[config.mk]
export PLATFORM = sky130hd
export DESIGN_NAME = whc_ctrl
export DESIGN_NICKNAME = d
export VERILOG_FILES = /design/src/design/whc_pkg.sv /design/src/design/whc_ctrl.sv
export SDC_FILE = /design/constraint.sdc
export NUM_CORES = 1
export LEC_CHECK = 0
export ABC_AREA = 1
export BUFFER_PORTS_ARGS = -buffer_cell sky130_fd_sc_hd__buf_2
export CAP_MARGIN = 5
export CORE_AREA = 2 2 39 41
export CTS_BUF_LIST = sky130_fd_sc_hd__clkbuf_16
export DETAILED_ROUTE_END_ITERATION = 10
export DIE_AREA = 0 0 41 43
export SLEW_MARGIN = 20
export SYNTH_ARGS = -nofsm -noshare
export SYNTH_HDL_FRONTEND = slang
export SYNTH_SLANG_ARGS = --single-unit
[constraint.sdc]
create_clock -name clk_i -period 2.5 [get_ports clk_i]
set_input_delay 0.125 -clock clk_i [delete_from_list [all_inputs] [get_ports clk_i]]
set_output_delay 0.125 -clock clk_i [all_outputs]
set_load 0.005 [all_outputs]
[src/design/whc_pkg.sv]
// Shared constants, types and helpers for the windowed health classifier.
package whc_pkg;

  localparam int unsigned WINDOW_SAMPLES = 16;
  localparam int unsigned NUM_ENDPOINTS  = 8;

  localparam int unsigned EP_W      = 3;
  localparam int unsigned LAT_IN_W  = 32;
  localparam int unsigned LAT_W     = 31;
  localparam int unsigned CNT_W     = $clog2(WINDOW_SAMPLES + 1);
  localparam int unsigned STATUS_W  = 2;
  localparam int unsigned HEAD_W    = (WINDOW_SAMPLES > 1) ? $clog2(WINDOW_SAMPLES) : 1;
  localparam int unsigned EP_IDX_W  = (NUM_ENDPOINTS > 1) ? $clog2(NUM_ENDPOINTS) : 1;
  localparam int unsigned SUM_W     = LAT_W + $clog2(WINDOW_SAMPLES);
  localparam int unsigned RING_DEPTH = NUM_ENDPOINTS * WINDOW_SAMPLES;
  localparam int unsigned RING_AW   = (RING_DEPTH > 1) ? $clog2(RING_DEPTH) : 1;
  localparam int unsigned DCNT_W    = $clog2(SUM_W + 1);

  localparam int unsigned IN_BITS   = EP_W + 1 + LAT_IN_W;
  localparam int unsigned IN_W      = ((IN_BITS + 7) / 8) * 8;
  localparam int unsigned OUT_BITS  = EP_W + CNT_W + CNT_W + LAT_W + STATUS_W;
  localparam int unsigned OUT_W     = ((OUT_BITS + 7) / 8) * 8;

  localparam logic [LAT_W-1:0] SLOW_THRESHOLD_RST = LAT_W'(200000);

  localparam logic [STATUS_W-1:0] STATUS_HEALTHY   = 2'd0;
  localparam logic [STATUS_W-1:0] STATUS_DEGRADED  = 2'd1;
  localparam logic [STATUS_W-1:0] STATUS_UNHEALTHY = 2'd2;

  typedef struct packed {
    logic capture;
    logic read;
    logic update;
    logic div_step;
    logic finish;
  } whc_cmd_t;

  typedef struct packed {
    logic div_done;
    logic out_free;
  } whc_status_t;

  function automatic logic [EP_W-1:0] ep_reduce(input logic [EP_W-1:0] raw);
    logic [EP_W:0] v;
    v = {1'b0, raw};
    for (int i = 0; i < (1 << EP_W); i++) begin
      if (v >= (EP_W+1)'(NUM_ENDPOINTS)) begin
        v = v - (EP_W+1)'(NUM_ENDPOINTS);
      end
    end
    return v[EP_W-1:0];
  endfunction

endpackage

[src/design/whc_ctrl.sv]
// Sequencing state machine for the windowed health classifier.
module whc_ctrl (
  input  logic                 clk_i,
  input  logic                 rst_ni,
  input  logic                 in_valid_i,
  output logic                 in_ready_o,
  input  whc_pkg::whc_status_t status_i,
  output whc_pkg::whc_cmd_t    cmd_o
);

  localparam logic [2:0] S_IDLE   = 3'd0;
  localparam logic [2:0] S_READ   = 3'd1;
  localparam logic [2:0] S_UPDATE = 3'd2;
  localparam logic [2:0] S_DIV    = 3'd3;
  localparam logic [2:0] S_FINISH = 3'd4;

  logic [2:0] state_q, state_d;

  always_comb begin
    state_d = state_q;
    cmd_o   = '0;
    unique case (state_q)
      S_IDLE: begin
        if (in_valid_i) begin
          cmd_o.capture = 1'b1;
          state_d       = S_READ;
        end
      end
      S_READ: begin
        cmd_o.read = 1'b1;
        state_d    = S_UPDATE;
      end
      S_UPDATE: begin
        cmd_o.update = 1'b1;
        state_d      = S_DIV;
      end
      S_DIV: begin
        if (status_i.div_done) begin
          state_d = S_FINISH;
        end else begin
          cmd_o.div_step = 1'b1;
        end
      end
      S_FINISH: begin
        if (status_i.out_free) begin
          cmd_o.finish = 1'b1;
          state_d      = S_IDLE;
        end
      end
      default: begin
        state_d = S_IDLE;
      end
    endcase
  end

  assign in_ready_o = (state_q == S_IDLE);

  always_ff @(posedge clk_i or negedge rst_ni) begin
    if (!rst_ni) begin
      state_q <= S_IDLE;
    end else begin
      state_q <= state_d;
    end
  end

endmodule

==> flow_summary.toml, run 1 <==
[logic_synthesis]
synth.most_common_cell = "inv_1"
yosysTopAreaCell = "dfrtp_1"
synth_flop_cell = "dfrtp_1"
synthCells = 28
avgSynthCellArea_um2 = 7.11
ys_seq_area_share_pct = 37.7
async_flop_share_pct = 100
synth_nets = 33
syn_area_um2 = 199
synth_cell_types = 13
synth_top_cells_by_count = "inv_1, nand2_1, dfrtp_1, nor2_1"
netlist.area_leader.share_pct = 37.7
ys_warn_count = 0
synthTopCellsByArea = "dfrtp_1, inv_1, nand2_1, nand4_2, nor2_1"
ys_ff_latch = 3
synth_edf_count = 0

[critical_path]
endpoint_kind = "output port"
path_class = "reg2out"
startpoint_type = "register"
cp.arrival_ns = 1.13
worstRegToRegCells = 4
timing.rr.end = "state_q[0]"
crit_required_ns = 2.38
crit_fanout = 6
worstReg2RegStart = "state_q[0]"
r2r_slack_ns = 1.50

[power_and_ir_drop]
p_leak_nw = 0.225
p_per_area_nw_per_um2 = 1420
ir_drop_uv = 566

[finish]
diodes = 0
postLayoutCoreUtil_pct = 25.9
final.fill_count = 155
area_growth_pct = 79.9
reg.largest.list = "state_q x3"
drive_gt1_share_pct = 41.9
regMostFlops = "state_q"
largest_reg_flops = 3
nNetsFinal = 49
regArea_um2 = 75.1
multi_input_area_um2 = 93.8

[timing]
setup_viol = 0
slew_viol_final = 0
finalHoldViolations = 0
tns_ns = 0
tightest_slew_ns = 0.244
rsz0062_at_grt = "false"
slew_headroom_pct = 83.7
finClkSkew_ns = 0.00223
period_minus_slack_ns = 1.25
fmax_mhz = 799
period_share_pct = 50.1

[routing]
first_pass_iters = 4
drc = 0
num_vias = 224
routedWlPerCell_um = 8.22
drtIter0Drc = 3
postRouteAntennaNets = 0
wl_um = 485
routed_via_density = 3.80

[placed_design]
dp_hpwl_um = 364
gp_congestion = 0.692
port_buffers = 10

[clock_tree]
cts_buffer_depth = 2
cts_sinks = 3
worstSkewPairLatency_ns = 0.22
post-cts-setup-buffers = 0
numCtsBuffers = 3
htree_num_levels = 1
cts_tree = "built"
cts_root_buf = "clkbuf_16"
clkTransAtPathRegs_ns = 0.03

[worst_hold_path]
whs_path_depth = 4
min_to = "state_q[2]"
worstHoldPathType = "in2reg"
worstHoldStart = "status_i[0]"

[floorplan]
die_y_um = 43
chipWidth_um = 41
core_area_um2 = 1380
row_count = 14
ios = 11
start_util_pct = 14.4
dieArea_um2 = 1760

[global_routing]
antenna_found_initial = 0
grt_pass1_wl_um = 807
grt_pass1_vias = 210
grt_usage_pct = 7.96
grt_max_degree = 8
overflow = 0

[run_status]
status = "completed"

[run]
drv_cap = 0
==> worst max-delay path by stage <==
stage / startpoint / end
after floorplan: state_q[0] / state_q[0]
after global placement: state_q[0] / cmd_o[4]
after detailed placement: state_q[0] / cmd_o[4]
after CTS: state_q[0] / cmd_o[4]
after global routing: state_q[0] / cmd_o[4]
final: state_q[0] / cmd_o[4]
==> metrics by stage <==
| step | hold WS [ns] | power, mW | instances | area, µm² | worst slack, ns |
|---|---|---|---|---|---|
| 5_1_grt | 0.239 | 0.549 | 59 | 358 | 1.12 |
| 4_1_cts | 0.227 | 0.515 | 59 | 358 | 1.24 |
| 6_report | 0.221 | 0.507 | 59 | 358 | 1.25 |
| 3_3_place_gp | -0.0776 | 0.258 | 54 | 269 | 1.48 |
| 3_5_place_dp | -0.0753 | 0.260 | 54 | 269 | 1.47 |
| 2_1_floorplan | -0.171 | 0.202 | 28 | 199 | 1.60 |
==> timing repair <==
item | in CTS | in global routing
setup endpoints to repair | 0 | 0
resized for setup | 0 | 0
hold buffers | 1 | 0
endpoints found under the hold margin | 3 | 0
==> routing by layer <==
| layer | vias up | global-route usage, % | wire length [µm] |
|---|---|---|---|
| li1 | 116 | - | - |
| met1 | 102 | 8.44 | 209 |
| met2 | 4 | 9.06 | 243 |
| met3 | 2 | 4.71 | 22 |
| met4 | 0 | 10.0 | 10 |
| met5 | - | 0 | 0 |
==> where the power goes <==
part	switching, mW	internal, mW
sequential	0.0364	0.0707
combinational	0.0838	0.0688
clock	0.0417	0.206
total	0.162	0.346
==> cells in the final DEF (no fill, tap or decap), drive strengths merged <==
cell,count
buf,10
inv,9
nand2,5
nor2,4
clkbuf,3
dfrtp,3
nand3,3
nand4,2
nor4,1
o21ai,1
nand3b,1
dlygate4sd3,1
==> cells by family (layout without fill, tap and decap cells) <==
| group | Yosys count | count (layout) | synth area share [%] |
|---|---|---|---|
| flops | 3 | 3 | 37.7 |
| compound gates | 1 | 1 | 2.51 |
| buf+inv | 8 | 23 | 15.1 |
| simple gates | 16 | 16 | 44.7 |
==> area by class of cell <==
type                            count  share of cell area [%]
Tap cell                           16                    5.59
Inverter                            8                    8.39
Sequential cell                     3                    21.0
Clock buffer                        3                    21.0
Clock inverter                      1                    1.05
Timing Repair Buffer               11                    16.8
Multi-Input combinational cell     17                    26.2
==> critical path: stages, from the launching register on <==
cell     delay [ns]
dfrtp_1        0.43
nor2_2         0.19
nand2_1        0.09
nor2_1         0.08
buf_2          0.11
No activity file was read; power rests on OpenSTA's default activity.
==> run 2, diff against run 1 <==
clock period = 1.1 ns   (was 2.5 ns; I/O delays follow)
==> run 2 against run 1 <==
Total power rose to 2.7 times the previous value. Sequential cell count unchanged. Final cell count up 8.5%. The flow now finishes with violations (negative setup slack). Highest routed layer is now met3. Via count up 12%. Sequential share of layout area down 2.8 points. Sequential power up 150%. Die area unchanged. Global-route usage about the same.
==> flow_summary.toml, run 2 (same netlist as run 1, synthesis figures left out) <==
[run_status]
status = "finished, violations left"
violations = "negative setup slack"

[global_routing]
grt_pass1_wl_um = 897
overflow = 0
grt_max_degree = 8
antenna_found_initial = 0
grt_usage_pct = 7.94
grt_pass1_vias = 237

[timing]
slew_headroom_pct = 87.8
finalHoldViolations = 0
fmax_mhz = 884
tightest_slew_ns = 0.182
setup_viol = 2
slew_viol_final = 0
tns_ns = -0.0590
rsz0062_at_grt = "true"
period_share_pct = 103
setup_ws_ns = -0.0314
finClkSkew_ns = 0.00101
period_minus_slack_ns = 1.13

[floorplan]
row_count = 14
core_area_um2 = 1380
chipWidth_um = 41
die_y_um = 43
start_util_pct = 14.4
dieArea_um2 = 1760
ios = 11

[routing]
postRouteAntennaNets = 0
first_pass_iters = 2
num_vias = 250
routed_via_density = 3.91
routedWlPerCell_um = 8.55
wl_um = 547
drc = 0
drtIter0Drc = 2

[clock_tree]
clkTransAtPathRegs_ns = 0.03
numCtsBuffers = 3
cts_root_buf = "clkbuf_16"
htree_num_levels = 1
cts_sinks = 3
cts_buffer_depth = 2
cts_tree = "built"
worstSkewPairLatency_ns = 0.22

[power_and_ir_drop]
p_leak_nw = 0.244
ir_drop_uv = 1260
power_mw = 1.38
p_per_area_nw_per_um2 = 3220

[critical_path]
crit_required_ns = 1.04
crit_chain = "nor4_2 > buf_2"
endpoint_kind = "output port"
cp.arrival_ns = 1.08
cp_num_buf_inv = 1
worstReg2RegStart = "state_q[2]"
r2r_slack_ns = 0.08
crit_slowest_cell = "dfrtp_2"
worstRegToRegCells = 5
startpoint_type = "register"
cpPeakStageDelay_ns = 0.46
path_delay_family = "flip-flops"
path_class = "reg2out"
crit_fanout = 7
timing.rr.end = "state_q[0]"

[finish]
final_common_cell = "buf_2"
regMostFlops = "state_q"
area_growth_pct = 114
largest_reg_flops = 3
postLayoutCoreUtil_pct = 30.8
nNetsFinal = 54
final.fill_count = 153
layout_common_cells = "buf_2, inv_1, nand2_1, buf_4, clkbuf_16"
layout.cells.non_filler = 64
reg.largest.list = "state_q x3"
diodes = 0
drive_gt1_share_pct = 58.3

[placed_design]
gp_congestion = 0.724
port_buffers = 10
placedCellCount = 54
dp_hpwl_um = 374

[run]
drv_cap = 0

[worst_hold_path]
worstHoldPathType = "in2async"
## run 2: changes by cell type in the layout (fill, tap and decap cells not counted), sizes merged
cell  previous run  this run
buf             10        15
## run 2: how the worst max path moves through the flow
stage	start	endpoint	slack, ns	cells past startpoint
2_1_floorplan	state_q[0]	state_q[0]	0.20	4
3_3_place_gp	state_q[0]	state_q[2]	0.14	4
3_5_place_dp	state_q[0]	state_q[0]	0.11	4
4_1_cts	state_q[2]	cmd_o[1]	-0.03	4
5_1_grt	state_q[1]	cmd_o[0]	-0.07	2
6_report	state_q[1]	cmd_o[0]	-0.03	2
## run 2: area by class of cell
type / instances / area, µm² / share of cell area, %
tap: 16 / 20.0 / 4.69
sequential: 3 / 77.6 / 18.2
clock buffer: 3 / 75.1 / 17.6
clock inverter: 1 / 3.75 / 0.880
multi-input combinational: 17 / 119 / 27.9
inverter: 8 / 30.0 / 7.04
timing repair buffer: 16 / 101 / 23.8
## run 2: repair_timing
action,CTS,global route
endpoints found under the hold margin,3,0
pin swaps,2,1
endpoints found under the setup margin,5,8
hold buffers,1,0
setup buffers,3,2
cloned,0,0
gates resized for setup,6,2
## run 2: stage by stage
step	setup slack [ns]	hold WS [ns]	area, µm²
2_1_floorplan	0.200	-0.241	199
3_3_place_gp	0.144	-0.143	269
3_5_place_dp	0.111	-0.147	269
4_1_cts	-0.0305	0.158	400
5_1_grt	-0.0722	0.174	427
6_report	-0.0314	0.158	427
## run 2: power breakdown
part	switching [mW]	leakage (nW)	total, mW	internal [mW]
Clock	0.0939	0.0423	0.562	0.468
Sequential	0.0964	0.0353	0.265	0.169
Combinational	0.258	0.167	0.549	0.291
## run 2: per-layer routing
metal	global-route usage, %	share of wire (%)	up-vias
met2	12.2	57	4
met5	0	0	-
met3	3.14	3.8	0
met1	8.06	39	118
met4	6.00	0	0
li1	-	-	128
## run 2: worst reg2reg max path: cells and delay by family (launching register included)
kind / cells / cell delay [ns]
DFF: 1 / 0.41
and+or+nand+nor: 4 / 0.38
buffers and inverters: 1 / 0.13
==> run 3, diff against run 2 <==
CELL_PAD_IN_SITES_DETAIL_PLACEMENT = 1   (was not set)
CELL_PAD_IN_SITES_GLOBAL_PLACEMENT = 1   (was not set)
PLACE_DENSITY_LB_ADDON = 0.1   (was not set)
==> run 3 against run 2 <==
The run still ends with negative setup slack left. Cell area down 5.6%. Global-route usage up 0.90 points. Combinational power down 13%. Clock power up 2%. First-iteration DRC count unchanged. Critical endpoint unchanged. Highest routed layer is now met4.
==> flow_summary.toml, run 3 (same netlist as run 1, synthesis figures left out) <==
[timing]
finalHoldViolations = 0
finClkSkew_ns = 0.00103
period_share_pct = 105
period_minus_slack_ns = 1.15
rsz0062_at_grt = "true"
tns_ns = -0.147
slew_headroom_pct = 87.0
tightest_slew_ns = 0.196
setup_ws_ns = -0.0510
setup_viol = 5
slew_viol_final = 0
fmax_mhz = 869
hold_slack_ns = 0.151

[clock_tree]
htree_num_levels = 1
clkTransAtPathRegs_ns = 0.03
cts_tree = "built"
cts_sinks = 3
cts_buffer_depth = 2
worstSkewPairLatency_ns = 0.22
numCtsBuffers = 3
cts_root_buf = "clkbuf_16"

[critical_path]
timing.rr.end = "state_q[0]"
startpoint_type = "register"
crit_required_ns = 1.04
worstReg2RegStart = "state_q[0]"
cp.arrival_ns = 1.10
crit_slowest_cell = "dfrtp_1"
r2r_slack_ns = 0.05
crit_fanout = 4
endpoint_kind = "output port"
path_delay_family = "flip-flops"
cpPeakStageDelay_ns = 0.43
path_class = "reg2out"
worst-path-stages = 3
crit_chain = "inv_2 > nor4_2 > buf_2"
cp_num_buf_inv = 2
worstRegToRegCells = 5

[finish]
postLayoutCoreUtil_pct = 29.1
nNetsFinal = 51
largest_reg_flops = 3
regMostFlops = "state_q"
layout_common_cells = "buf_2, inv_1, nand2_1, clkbuf_16"
drive_gt1_share_pct = 57.8
diodes = 0
layout.cells.non_filler = 61
final_common_cell = "buf_2"
reg.largest.list = "state_q x3"
fin_area_um2 = 403
area_growth_pct = 103

[power_and_ir_drop]
ir_drop_uv = 1410
p_leak_nw = 0.228
p_per_area_nw_per_um2 = 3290
power_mw = 1.32

[run_status]
violations = "negative setup slack"
status = "finished, violations left"

[run]
drv_cap = 0

[worst_hold_path]
worstHoldPathType = "in2async"

[global_routing]
grt_pass1_wl_um = 972
antenna_found_initial = 0
grt_pass1_vias = 260
grt_max_degree = 8
grt_util_met3_pct = 3.14
grt_use_met2_pct = 12.5
grt_util_met1_pct = 8.71
grt_usage_pct = 8.84
overflow = 0
grt_busiest_layer = "met2"

[routing]
num_vias = 248
drc = 0
routed_via_density = 4.07
postRouteAntennaNets = 0
first_pass_iters = 2
drtIter0Drc = 2
wl_um = 609
routedWlPerCell_um = 9.98

[placed_design]
gp_congestion = 0.731
port_buffers = 10
dpl_worst_slack_ns = 0.0661
dp_hpwl_um = 423
placedCellCount = 54
placed_area_um2 = 269

[floorplan]
chipWidth_um = 41
dieArea_um2 = 1760
die_y_um = 43
ios = 11
start_util_pct = 14.4
row_count = 14
core_area_um2 = 1380
[run 3: changes by cell type in the layout (fill, tap and decap cells not counted), sizes merged]
cell	before	now
buf	15	12
[run 3: worst max path at each step]
stage | startpoint | to | slack [ns]
4_1_cts | state_q[0] | cmd_o[4] | -0.04
6_report | state_q[2] | cmd_o[0] | -0.05
2_1_floorplan | state_q[0] | state_q[0] | 0.20
3_3_place_gp | state_q[0] | state_q[0] | 0.08
3_5_place_dp | state_q[0] | state_q[0] | 0.07
5_1_grt | state_q[0] | cmd_o[4] | -0.1
[run 3: area by class of cell]
class / instances / area, µm²
timing repair buffer: 13 / 75.1
clock buffer: 3 / 75.1
inverter: 8 / 30.0
fill: 177 / 981
clock inverter: 1 / 3.75
tap: 16 / 20.0
sequential: 3 / 77.6
multi-input combinational: 17 / 121
[run 3: metal layers]
metal	routed length, µm	vias to the layer above
li1	-	120
met1	245	118
met2	314	7
met3	25	3
met4	24	0
met5	0	-
[run 3: timing repair]
action,4_1_cts,5_1_grt
gates resized for setup,4,4
endpoints found under the setup margin,5,6
pin swaps,1,2
buffers inserted,0,2
endpoints found under the hold margin,3,0
hold buffers,1,0
[run 3: report_power, final]
part	internal, mW	leakage, nW	total [mW]	switching, mW
clock network	0.469	0.0423	0.574	0.105
registers	0.169	0.0353	0.272	0.103
logic	0.231	0.150	0.478	0.247
total	0.869	0.228	1.32	0.455
